## src/hdl/bsc_pkg.sv

```systemverilog
// Shared types and constants of the safety check block.
// No dependencies; used by the interfaces, the store and the top level.
`timescale 1ns / 1ps
`default_nettype none

package bsc_pkg;

	localparam int MAX_PROCESSES_DEF = 16;
	localparam int MAX_RESOURCES_DEF = 8;
	localparam int AMOUNT_WIDTH_DEF  = 16;

	localparam int PID_W      = 4;
	localparam int RID_W      = 3;
	localparam int AMT_W      = 16;
	localparam int PCNT_W     = 5;
	localparam int RCNT_W     = 4;
	localparam int CFG_IDX_W  = 8;
	localparam int CFG_DATA_W = 8;

	localparam logic [PCNT_W-1:0] PCNT_RST = 5'd16;
	localparam logic [RCNT_W-1:0] RCNT_RST = 4'd8;

	typedef enum logic [1:0] {
		CMD_LOAD_ALLOC = 2'd0,
		CMD_LOAD_MAX   = 2'd1,
		CMD_LOAD_AVAIL = 2'd2,
		CMD_RUN        = 2'd3
	} cmd_t;

	typedef enum logic [CFG_IDX_W-1:0] {
		REG_PROCESS_COUNT  = 8'd0,
		REG_RESOURCE_COUNT = 8'd1
	} reg_idx_t;

	typedef enum logic [2:0] {
		S_IDLE,
		S_COPY,
		S_SCAN,
		S_CHECK,
		S_DECIDE,
		S_ADD,
		S_PUSH,
		S_FINAL
	} state_t;

	typedef enum logic [1:0] {
		OP_COPY,
		OP_CHECK,
		OP_ADD
	} op_t;

	typedef struct packed {
		logic alloc_we;
		logic max_we;
		logic avail_we;
	} store_we_t;

endpackage

`default_nettype wire

```

## src/hdl/bsc_ifs.sv

```systemverilog
// Channel interfaces of the safety check block: command, result, register write.
// Depends on bsc_pkg.
`timescale 1ns / 1ps
`default_nettype none

interface bsc_req_if;
	logic                           valid;
	logic                           ready;
	bsc_pkg::cmd_t                  cmd;
	logic [bsc_pkg::PID_W-1:0]      process_index;
	logic [bsc_pkg::RID_W-1:0]      resource_index;
	logic [bsc_pkg::AMT_W-1:0]      amount;

	modport source (output valid, cmd, process_index, resource_index, amount, input ready);
	modport sink (input valid, cmd, process_index, resource_index, amount, output ready);
endinterface

interface bsc_rsp_if;
	logic                           valid;
	logic                           ready;
	logic [bsc_pkg::PID_W-1:0]      process_id;
	logic                           process_valid;
	logic                           last;
	logic                           safe;

	modport source (output valid, process_id, process_valid, last, safe, input ready);
	modport sink (input valid, process_id, process_valid, last, safe, output ready);
endinterface

interface bsc_cfg_if;
	logic                           valid;
	logic                           ready;
	logic [bsc_pkg::CFG_IDX_W-1:0]  index;
	logic [bsc_pkg::CFG_DATA_W-1:0] data;

	modport source (output valid, index, data, input ready);
	modport sink (input valid, index, data, output ready);
endinterface

`default_nettype wire

```

## src/hdl/bankers_safety_check.sv

```systemverilog
// Banker's safety check. Loads are accepted while idle; a run copies the available
// vector into the work vector, then makes n passes over the processes, skipping
// finished ones; a process that passes its check is marked and adds its allocation.
// One item at a time: the check/add sweep reads one resource per cycle from the stores.
// Reset clears control, work vector and finished marks; process_count=16, resource_count=8.
// Allocation, max-claim and available stores are undefined until loaded.
`timescale 1ns / 1ps
`default_nettype none

module bankers_safety_check #(
	parameter int MAX_PROCESSES = bsc_pkg::MAX_PROCESSES_DEF,
	parameter int MAX_RESOURCES = bsc_pkg::MAX_RESOURCES_DEF,
	parameter int AMOUNT_WIDTH  = bsc_pkg::AMOUNT_WIDTH_DEF
) (
	input wire         clk,
	input wire         arst_n,
	bsc_cfg_if.sink    cfg,
	bsc_req_if.sink    req,
	bsc_rsp_if.source  rsp
);

	localparam int DEPTH = MAX_PROCESSES * MAX_RESOURCES;
	localparam int MAW   = (DEPTH > 1) ? $clog2(DEPTH) : 1;
	localparam int PIW   = (MAX_PROCESSES > 1) ? $clog2(MAX_PROCESSES) : 1;
	localparam int RIW   = (MAX_RESOURCES > 1) ? $clog2(MAX_RESOURCES) : 1;
	localparam int CW    = $clog2(MAX_PROCESSES + 1);
	localparam int RCW   = $clog2(MAX_RESOURCES + 1);
	localparam int WW    = AMOUNT_WIDTH + CW;
	localparam int CMPW  = WW + 1;

	typedef struct packed {
		logic         issue;
		bsc_pkg::op_t op;
		logic         r_inc;
		logic         r_clr;
		logic         p_adv;
		logic         clr_fail;
		logic         mark;
		logic         push;
		logic         push_last;
		logic         pend_load;
		logic         run_start;
	} run_ctl_t;

	bsc_pkg::state_t            state_q, state_d;
	run_ctl_t                   ctl;

	logic [bsc_pkg::PCNT_W-1:0] pcnt_q;
	logic [bsc_pkg::RCNT_W-1:0] rcnt_q;
	logic [CW-1:0]              n_c, n_q;
	logic [RCW-1:0]             m_c, m_q;
	logic [PIW-1:0]             p_q;
	logic [CW-1:0]              pass_q;
	logic [RIW-1:0]             r_q;
	logic                       fail_q;
	logic [MAX_PROCESSES-1:0]   fin_q;
	logic [CW-1:0]              cnt_q;
	logic [PIW-1:0]             pend_id_q;
	logic                       pend_vld_q;
	logic [WW-1:0]              work_q [MAX_RESOURCES];

	logic                       vld_s1;
	bsc_pkg::op_t               op_s1;
	logic [RIW-1:0]             r_s1;

	logic                       rsp_valid_q;
	logic [bsc_pkg::PID_W-1:0]  rsp_id_q;
	logic                       rsp_pvld_q;
	logic                       rsp_last_q;
	logic                       rsp_safe_q;

	logic                       req_acc;
	logic                       p_ok, r_ok;
	logic [AMOUNT_WIDTH-1:0]    ld_amount;
	logic [MAW-1:0]             wr_mat_addr, rd_mat_addr;
	bsc_pkg::store_we_t         we;
	logic [AMOUNT_WIDTH-1:0]    alloc_rd, max_rd, avail_rd;
	logic [WW-1:0]              work_rd;
	logic                       chk_fail, fail_now;
	logic                       r_last, p_last, out_free;

	// register writes
	assign cfg.ready = 1'b1;

	always_ff @(posedge clk or negedge arst_n) begin
		if (!arst_n) begin
			pcnt_q <= bsc_pkg::PCNT_RST;
			rcnt_q <= bsc_pkg::RCNT_RST;
		end else if (cfg.valid) begin
			unique case (cfg.index)
				bsc_pkg::REG_PROCESS_COUNT:  pcnt_q <= cfg.data[bsc_pkg::PCNT_W-1:0];
				bsc_pkg::REG_RESOURCE_COUNT: rcnt_q <= cfg.data[bsc_pkg::RCNT_W-1:0];
				default: ;
			endcase
		end
	end

	assign n_c = (pcnt_q == '0) ? CW'(1) :
	             (32'(pcnt_q) > MAX_PROCESSES) ? CW'(MAX_PROCESSES) : CW'(pcnt_q);
	assign m_c = (rcnt_q == '0) ? RCW'(1) :
	             (32'(rcnt_q) > MAX_RESOURCES) ? RCW'(MAX_RESOURCES) : RCW'(rcnt_q);

	// loads
	assign req_acc   = req.valid && req.ready;
	assign p_ok      = 32'(req.process_index) < MAX_PROCESSES;
	assign r_ok      = 32'(req.resource_index) < MAX_RESOURCES;
	assign ld_amount = AMOUNT_WIDTH'(req.amount);
	assign wr_mat_addr = MAW'(MAW'(req.process_index) * MAW'(MAX_RESOURCES)
	                   + MAW'(req.resource_index));
	assign rd_mat_addr = MAW'(MAW'(p_q) * MAW'(MAX_RESOURCES) + MAW'(r_q));

	always_comb begin
		we.alloc_we = req_acc && (req.cmd == bsc_pkg::CMD_LOAD_ALLOC) && p_ok && r_ok;
		we.max_we   = req_acc && (req.cmd == bsc_pkg::CMD_LOAD_MAX) && p_ok && r_ok;
		we.avail_we = req_acc && (req.cmd == bsc_pkg::CMD_LOAD_AVAIL) && r_ok;
	end

	bsc_store #(
		.MAX_PROCESSES (MAX_PROCESSES),
		.MAX_RESOURCES (MAX_RESOURCES),
		.AMOUNT_WIDTH  (AMOUNT_WIDTH)
	) u_store (
		.clk           (clk),
		.we            (we),
		.wr_mat_addr   (wr_mat_addr),
		.wr_avail_addr (RIW'(req.resource_index)),
		.wr_data       (ld_amount),
		.rd_mat_addr   (rd_mat_addr),
		.rd_avail_addr (r_q),
		.alloc_rd      (alloc_rd),
		.max_rd        (max_rd),
		.avail_rd      (avail_rd)
	);

	// sweep compare: need > work  <=>  max > alloc + work
	assign work_rd  = work_q[r_s1];
	assign chk_fail = CMPW'(max_rd) > (CMPW'(alloc_rd) + CMPW'(work_rd));
	assign fail_now = fail_q || (vld_s1 && (op_s1 == bsc_pkg::OP_CHECK) && chk_fail);

	assign r_last   = (RCW'(r_q) + RCW'(1)) == m_q;
	assign p_last   = (CW'(p_q) + CW'(1)) == n_q;
	assign out_free = !rsp_valid_q || rsp.ready;

	always_comb begin
		state_d   = state_q;
		ctl       = '0;
		ctl.op    = bsc_pkg::OP_COPY;
		req.ready = 1'b0;
		unique case (state_q)
			bsc_pkg::S_IDLE: begin
				req.ready = 1'b1;
				if (req.valid && (req.cmd == bsc_pkg::CMD_RUN)) begin
					ctl.run_start = 1'b1;
					state_d       = bsc_pkg::S_COPY;
				end
			end
			bsc_pkg::S_COPY: begin
				ctl.issue = 1'b1;
				ctl.op    = bsc_pkg::OP_COPY;
				if (r_last) begin
					ctl.r_clr = 1'b1;
					state_d   = bsc_pkg::S_SCAN;
				end else begin
					ctl.r_inc = 1'b1;
				end
			end
			bsc_pkg::S_SCAN: begin
				if (pass_q == n_q) begin
					state_d = bsc_pkg::S_FINAL;
				end else if (fin_q[p_q]) begin
					ctl.p_adv = 1'b1;
				end else begin
					ctl.clr_fail = 1'b1;
					state_d      = bsc_pkg::S_CHECK;
				end
			end
			bsc_pkg::S_CHECK: begin
				ctl.issue = 1'b1;
				ctl.op    = bsc_pkg::OP_CHECK;
				if (r_last) begin
					ctl.r_clr = 1'b1;
					state_d   = bsc_pkg::S_DECIDE;
				end else begin
					ctl.r_inc = 1'b1;
				end
			end
			bsc_pkg::S_DECIDE: begin
				if (fail_now) begin
					ctl.p_adv = 1'b1;
					state_d   = bsc_pkg::S_SCAN;
				end else begin
					ctl.mark = 1'b1;
					state_d  = bsc_pkg::S_ADD;
				end
			end
			bsc_pkg::S_ADD: begin
				ctl.issue = 1'b1;
				ctl.op    = bsc_pkg::OP_ADD;
				if (r_last) begin
					ctl.r_clr = 1'b1;
					state_d   = bsc_pkg::S_PUSH;
				end else begin
					ctl.r_inc = 1'b1;
				end
			end
			bsc_pkg::S_PUSH: begin
				if (!pend_vld_q || out_free) begin
					ctl.push      = pend_vld_q;
					ctl.pend_load = 1'b1;
					ctl.p_adv     = 1'b1;
					state_d       = bsc_pkg::S_SCAN;
				end
			end
			bsc_pkg::S_FINAL: begin
				if (out_free) begin
					ctl.push      = 1'b1;
					ctl.push_last = 1'b1;
					state_d       = bsc_pkg::S_IDLE;
				end
			end
			default: state_d = bsc_pkg::S_IDLE;
		endcase
	end

	always_ff @(posedge clk or negedge arst_n) begin
		if (!arst_n) begin
			state_q <= bsc_pkg::S_IDLE;
		end else begin
			state_q <= state_d;
		end
	end

	// run control
	always_ff @(posedge clk or negedge arst_n) begin
		if (!arst_n) begin
			n_q        <= '0;
			m_q        <= '0;
			p_q        <= '0;
			pass_q     <= '0;
			r_q        <= '0;
			fail_q     <= 1'b0;
			fin_q      <= '0;
			cnt_q      <= '0;
			pend_vld_q <= 1'b0;
			vld_s1     <= 1'b0;
		end else begin
			vld_s1 <= ctl.issue;
			fail_q <= ctl.clr_fail ? 1'b0 : fail_now;
			if (ctl.run_start) begin
				n_q        <= n_c;
				m_q        <= m_c;
				p_q        <= '0;
				pass_q     <= '0;
				r_q        <= '0;
				fin_q      <= '0;
				cnt_q      <= '0;
				pend_vld_q <= 1'b0;
			end
			if (ctl.r_clr) begin
				r_q <= '0;
			end else if (ctl.r_inc) begin
				r_q <= r_q + RIW'(1);
			end
			if (ctl.p_adv) begin
				if (p_last) begin
					p_q    <= '0;
					pass_q <= pass_q + CW'(1);
				end else begin
					p_q <= p_q + PIW'(1);
				end
			end
			if (ctl.mark) begin
				fin_q[p_q] <= 1'b1;
				cnt_q      <= cnt_q + CW'(1);
			end
			if (ctl.pend_load) begin
				pend_vld_q <= 1'b1;
			end
		end
	end

	always_ff @(posedge clk) begin
		op_s1 <= ctl.op;
		r_s1  <= r_q;
		if (ctl.pend_load) begin
			pend_id_q <= p_q;
		end
	end

	// work vector read-modify-write
	always_ff @(posedge clk or negedge arst_n) begin
		if (!arst_n) begin
			for (int i = 0; i < MAX_RESOURCES; i++) begin
				work_q[i] <= '0;
			end
		end else if (vld_s1) begin
			unique case (op_s1)
				bsc_pkg::OP_COPY: work_q[r_s1] <= WW'(avail_rd);
				bsc_pkg::OP_ADD:  work_q[r_s1] <= work_rd + WW'(alloc_rd);
				default: ;
			endcase
		end
	end

	// result register
	always_ff @(posedge clk or negedge arst_n) begin
		if (!arst_n) begin
			rsp_valid_q <= 1'b0;
		end else if (ctl.push) begin
			rsp_valid_q <= 1'b1;
		end else if (rsp.ready) begin
			rsp_valid_q <= 1'b0;
		end
	end

	always_ff @(posedge clk) begin
		if (ctl.push) begin
			rsp_id_q   <= pend_vld_q ? bsc_pkg::PID_W'(pend_id_q) : '0;
			rsp_pvld_q <= pend_vld_q;
			rsp_last_q <= ctl.push_last;
			rsp_safe_q <= ctl.push_last && pend_vld_q && (cnt_q == n_q);
		end
	end

	assign rsp.valid         = rsp_valid_q;
	assign rsp.process_id    = rsp_id_q;
	assign rsp.process_valid = rsp_pvld_q;
	assign rsp.last          = rsp_last_q;
	assign rsp.safe          = rsp_safe_q;

endmodule

`default_nettype wire

```

## src/hdl/bsc_store.sv

```systemverilog
// Allocation/maximum-claim matrix memory and available memory, registered read.
// Depends on bsc_pkg.
`timescale 1ns / 1ps
`default_nettype none

module bsc_store #(
	parameter int MAX_PROCESSES = bsc_pkg::MAX_PROCESSES_DEF,
	parameter int MAX_RESOURCES = bsc_pkg::MAX_RESOURCES_DEF,
	parameter int AMOUNT_WIDTH  = bsc_pkg::AMOUNT_WIDTH_DEF,
	localparam int DEPTH = MAX_PROCESSES * MAX_RESOURCES,
	localparam int MAW   = (DEPTH > 1) ? $clog2(DEPTH) : 1,
	localparam int RIW   = (MAX_RESOURCES > 1) ? $clog2(MAX_RESOURCES) : 1
) (
	input  wire                     clk,
	input  wire bsc_pkg::store_we_t we,
	input  wire  [MAW-1:0]          wr_mat_addr,
	input  wire  [RIW-1:0]          wr_avail_addr,
	input  wire  [AMOUNT_WIDTH-1:0] wr_data,
	input  wire  [MAW-1:0]          rd_mat_addr,
	input  wire  [RIW-1:0]          rd_avail_addr,
	output logic [AMOUNT_WIDTH-1:0] alloc_rd,
	output logic [AMOUNT_WIDTH-1:0] max_rd,
	output logic [AMOUNT_WIDTH-1:0] avail_rd
);

	logic [2*AMOUNT_WIDTH-1:0] mat_mem   [DEPTH];
	logic [AMOUNT_WIDTH-1:0]   avail_mem [MAX_RESOURCES];
	logic [2*AMOUNT_WIDTH-1:0] mat_rd;

	// low half: allocation, high half: max claim
	always_ff @(posedge clk) begin
		if (we.alloc_we) begin
			mat_mem[wr_mat_addr][AMOUNT_WIDTH-1:0] <= wr_data;
		end
		if (we.max_we) begin
			mat_mem[wr_mat_addr][2*AMOUNT_WIDTH-1:AMOUNT_WIDTH] <= wr_data;
		end
		mat_rd <= mat_mem[rd_mat_addr];
	end

	assign alloc_rd = mat_rd[AMOUNT_WIDTH-1:0];
	assign max_rd   = mat_rd[2*AMOUNT_WIDTH-1:AMOUNT_WIDTH];

	always_ff @(posedge clk) begin
		if (we.avail_we) begin
			avail_mem[wr_avail_addr] <= wr_data;
		end
		avail_rd <= avail_mem[rd_avail_addr];
	end

endmodule

`default_nettype wire

```

## src/flat_wrapper.sv

```systemverilog
// flat-port wrapper written by rule: the top's interface ports become plain ports
module bankers_safety_check_flat 
#(
	parameter int MAX_PROCESSES = bsc_pkg::MAX_PROCESSES_DEF,
	parameter int MAX_RESOURCES = bsc_pkg::MAX_RESOURCES_DEF,
	parameter int AMOUNT_WIDTH  = bsc_pkg::AMOUNT_WIDTH_DEF
)
  (clk, arst_n, cfg_valid, cfg_index, cfg_data, cfg_ready, req_valid, req_cmd, req_process_index, req_resource_index, req_amount, req_ready, rsp_valid, rsp_process_id, rsp_process_valid, rsp_last, rsp_safe, rsp_ready);
  bsc_cfg_if cfg_i ();
  bsc_req_if req_i ();
  bsc_rsp_if rsp_i ();
  input wire clk;
  input wire arst_n;
  input wire logic [$bits(cfg_i.valid)-1:0] cfg_valid;
  input wire logic [$bits(cfg_i.index)-1:0] cfg_index;
  input wire logic [$bits(cfg_i.data)-1:0] cfg_data;
  output wire logic [$bits(cfg_i.ready)-1:0] cfg_ready;
  input wire logic [$bits(req_i.valid)-1:0] req_valid;
  input wire logic [$bits(req_i.cmd)-1:0] req_cmd;
  input wire logic [$bits(req_i.process_index)-1:0] req_process_index;
  input wire logic [$bits(req_i.resource_index)-1:0] req_resource_index;
  input wire logic [$bits(req_i.amount)-1:0] req_amount;
  output wire logic [$bits(req_i.ready)-1:0] req_ready;
  output wire logic [$bits(rsp_i.valid)-1:0] rsp_valid;
  output wire logic [$bits(rsp_i.process_id)-1:0] rsp_process_id;
  output wire logic [$bits(rsp_i.process_valid)-1:0] rsp_process_valid;
  output wire logic [$bits(rsp_i.last)-1:0] rsp_last;
  output wire logic [$bits(rsp_i.safe)-1:0] rsp_safe;
  input wire logic [$bits(rsp_i.ready)-1:0] rsp_ready;
  assign cfg_i.valid = cfg_valid;
  assign cfg_i.index = cfg_index;
  assign cfg_i.data = cfg_data;
  assign cfg_ready = cfg_i.ready;
  assign req_i.valid = req_valid;
  assign req_i.cmd = req_cmd;
  assign req_i.process_index = req_process_index;
  assign req_i.resource_index = req_resource_index;
  assign req_i.amount = req_amount;
  assign req_ready = req_i.ready;
  assign rsp_valid = rsp_i.valid;
  assign rsp_process_id = rsp_i.process_id;
  assign rsp_process_valid = rsp_i.process_valid;
  assign rsp_last = rsp_i.last;
  assign rsp_safe = rsp_i.safe;
  assign rsp_i.ready = rsp_ready;
  bankers_safety_check #(.MAX_PROCESSES(MAX_PROCESSES), .MAX_RESOURCES(MAX_RESOURCES), .AMOUNT_WIDTH(AMOUNT_WIDTH)) u_core (.clk(clk), .arst_n(arst_n), .cfg(cfg_i), .req(req_i), .rsp(rsp_i));
endmodule
```

## config.mk

```make
export PLATFORM = sky130hd
export DESIGN_NAME = bankers_safety_check_flat
export DESIGN_NICKNAME = d
export VERILOG_FILES = /design/src/hdl/bsc_pkg.sv /design/src/hdl/bsc_ifs.sv /design/src/hdl/bankers_safety_check.sv /design/src/hdl/bsc_store.sv /design/src/flat_wrapper.sv
export SDC_FILE = /design/constraint.sdc
export NUM_CORES = 2
export LEC_CHECK = 0
export BUFFER_PORTS_ARGS = -buffer_cell sky130_fd_sc_hd__buf_2
export CAP_MARGIN = 20
export CELL_PAD_IN_SITES_DETAIL_PLACEMENT = 0
export CELL_PAD_IN_SITES_GLOBAL_PLACEMENT = 1
export CORE_UTILIZATION = 45
export DETAILED_ROUTE_END_ITERATION = 12
export GPL_ROUTABILITY_DRIVEN = 0
export GPL_TIMING_DRIVEN = 0
export HOLD_SLACK_MARGIN = 0.08
export PLACE_DENSITY_LB_ADDON = 0.25
export SLEW_MARGIN = 20
export SYNTH_ARGS = -nofsm -noshare
export SYNTH_HDL_FRONTEND = slang
export SYNTH_MEMORY_MAX_BITS = 65536
export SYNTH_SLANG_ARGS = --single-unit
```

## constraint.sdc

```tcl
create_clock -name clk -period 4.8 [get_ports clk]
set_input_delay 0.24 -clock clk [delete_from_list [all_inputs] [get_ports clk]]
set_output_delay 0.24 -clock clk [all_outputs]
set_load 0.01 [all_outputs]
```

==> flow_metrics.tcl <==
set metrics [dict create \
    cts_root_buffer "clkbuf_16" \
    cap_violations 0 \
    wl_per_cell_um 33.26 \
    ys.flop_type "edfxtp_1" \
    dieArea_mm2 0.3893 \
    combPwrFrac_pct 1.1 \
    drt_pass1_iterations 6 \
    setup_viol_count_final 38 \
    drc_errors 0 \
    dr_total_vias 84780 \
    endpoint_kind "flop" \
    core_area_mm2 0.3854 \
    fmax_mhz 194.8 \
    synthArstFlopShare_pct 5.007 \
    swShare_pct 19.79 \
    start_util_pct 45.16 \
    skew_ns 0.03770 \
    synth_edf_count 4235 \
    p_switching_mw 15.60 \
    syn-cell-area_mm2 0.1741 \
    post_drt_via_cell_ratio 6.014 \
    status "finished, violations left" \
    synth_top_area_cell "edfxtp_1" \
    period_share_pct 107.0 \
    antenna_found_initial 57 \
    rsz0062_at_grt "true" \
    fin_hold_ws_ns 0.1993 \
    synth-seq-cells 4514 \
    grt_start_max_net_pins 138 \
    final.setup.tns_ns -8.078 \
    wl_um 468800 \
    synthTopCellsByArea "edfxtp_1 73%, mux4_2 18%, dfrtp_1 3.2%" \
    clock_latency_ns 0.98 \
    cts.sinks 4514 \
    p_leak_nw 62.89 \
    internal_power_mw 63.21 \
    relSlewSlack_pct 23.94 \
    setup.worst_path.class "reg2reg" \
    cp.required_ns 5.70 \
    clkTransAtPathRegs_ns 0.06 \
    num_rows 228 \
    place_ws_ns -2.561 \
    violations "setup timing" \
    grt_pass1_wl_um 654400 \
    drt_iter0_drc 11110 \
    grt_overflow_total 0 \
    start_kind "flop" \
    avgSynthCellArea_um2 22.91 \
    total_power_mw 78.81 \
    synth_top_area_share_pct 73.06 \
    finalWorstSetupSlack_ns -0.3340 \
    layout_min_cycle_time_ns 5.134 \
    power_density_mw_per_mm2 388.0 \
    power.clock.fraction_pct 44.3 \
    cts_tree "built" \
    grt_util_all_layers_pct 23.96 \
    fillers 29230 \
    die_h_um 623.9 \
    design_area_mm2 0.2031 \
    ir_worst_vdd_mv 0.3153 \
    die_x_um 623.9 \
    yosys.cell_types.count 77 \
    synth-warning-count 0 \
    tightest_slew_ns 1.141 \
    synth_nets 7681 \
    critPathMaxFanout 7 \
    seq_area_frac_synth_pct 76.92 \
    clock_path_buffers 4 \
    nets 8580 \
    drive_gt1_share_pct 34.73 \
    p_seq_share_pct 54.6 \
    synthCells 7598 \
    cts_made_buffers 447 \
    grt_pass1_vias 84310 \
    maxSlewViolCount 0 \
    cts.htree.levels 5 \
    arrival_ns 6.03 \
    dp_hpwl_um 325200 \
    place_area_mm2 0.1863 \
    hold_violations 0 \
    port_buffers 49 \
    ios 56 \
    ant_nets 0 \
    area_growth_pct 16.71 \
    min_path_type "in2reg" \
]
-- per-layer routing --
metal / track usage (%) / vias to the layer above / routed length (um)
li1: - / 34110 / -
met5: 0 / - / 35
met4: 7.360 / 6 / 15800
met1: 34.59 / 46210 / 192300
met3: 4.753 / 627 / 41660
met2: 37.15 / 3820 / 219000
-- through the flow --
stage	utilization (%)	instances
after floorplan	-	7598
after global routing	52.69	14070
after CTS	52.58	14040
after global placement	46.91	12820
after detailed placement	48.35	13100
final	52.71	14100
-- layout make-up --
class / instances / area, um2 / area share [%]
Antenna cell: 47 / 117.6 / 0.05790
Buffer: 407 / 1938 / 0.9541
Clock inverter: 269 / 2698 / 1.328
Clock buffer: 558 / 11870 / 5.843
Inverter: 12 / 50.05 / 0.02464
Multi-Input combinational cell: 2654 / 40070 / 19.72
Tap cell: 5175 / 6475 / 3.187
Sequential cell: 4514 / 133900 / 65.92
Timing Repair Buffer: 461 / 6023 / 2.965
-- cell usage after synthesis, drive strengths merged (11+ instances only) --
cell type and instances:
edfxtp 4235, mux4 1387, clkbuf 306, nor2 294
nand2 267, dfrtp 224, o21ai 200, buf 112
mux2 69, a22oi 67, dfxtp 53, a21oi 41
ha 36, nand3 36, nand4 27, nand2b 21
xor2 18, xnor2 17, nor3 16, and3 15
mux2i 14, a21o 13, inv 12, and2 11
o211ai 11
-- power by group through the flow --
stage	Combinational, mW	Clock, mW	Sequential, mW
after global routing	0.943	36.8	43.0
after CTS	0.879	35.4	43.0
after global placement	0.648	0	44.0
after floorplan	0.0323	0	43.9
after detailed placement	0.845	0	43.9
final	0.879	34.9	43.0
-- worst max-delay path, cell delays in order, from the launching register on --
cell and delay [ns]:
dfxtp_4 0.38, buf_12 0.12, buf_8 0.11, nor3_4 0.04, buf_6 0.13, clkbuf_8 0.16, a22oi_2 0.17, nand4_1 0.46
ha_4 0.51, nand4_1 0.20, inv_2 0.12, a31oi_4 0.11, buf_6 0.14, a21oi_4 0.13, xnor2_2 0.16, ha_1 0.29
and3_4 0.19, a21boi_2 0.14, and3_1 0.19, o211ai_1 0.09, o211ai_1 0.11, buf_4 0.17, buf_6 0.12, a311oi_4 0.33
buf_6 0.19, buf_8 0.13, mux2i_1 0.17
-- final timing paths --
path	slack, ns	startpoint	end	cells past startpoint
max in group asynchronous	3.60	arst_n	u_core.work_q[4]$_DFFE_PN0P_	5
setup reg to reg	-0.33	u_core.r_s1[1]$_DFF_P_	u_core.cnt_q[0]$_DFFE_PN0P_	26
setup / recovery	-0.33	u_core.r_s1[1]$_DFF_P_	u_core.cnt_q[0]$_DFFE_PN0P_	26
hold reg to reg	0.39	u_core.r_q[2]$_DFFE_PN0P_	u_core.r_s1[2]$_DFF_P_	0
hold / removal	0.20	req_process_index[1]	u_core.u_store.mat_mem[127][15]$_DFFE_PP_	3
min in group asynchronous	0.36	arst_n	u_core.pcnt_q[4]$_DFFE_PN1P_	3
-- registers in the layout, summed over array words and instances (netlist names), 16 cells and up --
| name | flops |
|---|---|
| u_core.work_q | 168 |
| u_core.u_store.avail_rd | 16 |
| u_core.u_store.mat_mem | 4096 |
| u_core.u_store.avail_mem | 128 |
| u_core.fin_q | 16 |
| u_core.u_store.mat_rd | 32 |
-- cells in the final DEF, fill, tap and decap left out, types with 15 or more instances in the layout --
master,netlist,layout
nand2_1,267,252
clkinv_1,0,86
mux2_2,69,67
o21ai_2,0,18
nor2_4,0,47
ha_1,36,25
buf_2,46,90
buf_1,61,30
clkbuf_1,305,297
buf_16,0,50
dfxtp_1,53,50
nand3_1,36,34
nand4_1,25,25
buf_6,1,190
dfrtp_1,224,224
buf_8,0,61
clkbuf_8,0,18
dlygate4sd3_1,0,48
clkinv_2,0,90
o21ai_0,182,179
a22oi_1,67,52
bufinv_16,0,47
xor2_1,18,15
mux4_2,1387,1387
clkbuf_2,1,89
edfxtp_1,4235,4235
clkinvlp_4,0,16
diode_2,0,47
buf_4,4,60
a21oi_1,39,29
nand2b_1,21,21
nor2_2,0,213
a22oi_2,0,15
clkbuf_16,0,457
buf_12,0,31
nor2_1,294,34
-- logic make-up after synthesis --
| kind of cell | after synthesis | synth area share, % |
|---|---|---|
| flops | 4514 | 76.92 |
| mux | 1470 | 18.48 |
| simple gates | 724 | 1.796 |
| buf+inv | 430 | 0.9740 |
| compound gates | 385 | 1.350 |
| fa+ha+maj | 37 | 0.2703 |
| xor+xnor | 37 | 0.2020 |
| other cells | 1 | 0.002154 |
-- what timing repair did --
| action | 4_1_cts | 5_1_grt |
|---|---|---|
| gates cloned | 2 | 1 |
| hold buffers | 49 | 0 |
| setup buffers | 63 | 15 |
| endpoints found under the setup margin | 2154 | 114 |
| hold endpoints to repair | 2162 | 0 |
| pin swaps | 56 | 53 |
| resized for setup | 185 | 71 |
Note: power is estimated with default switching activity, not from simulation.
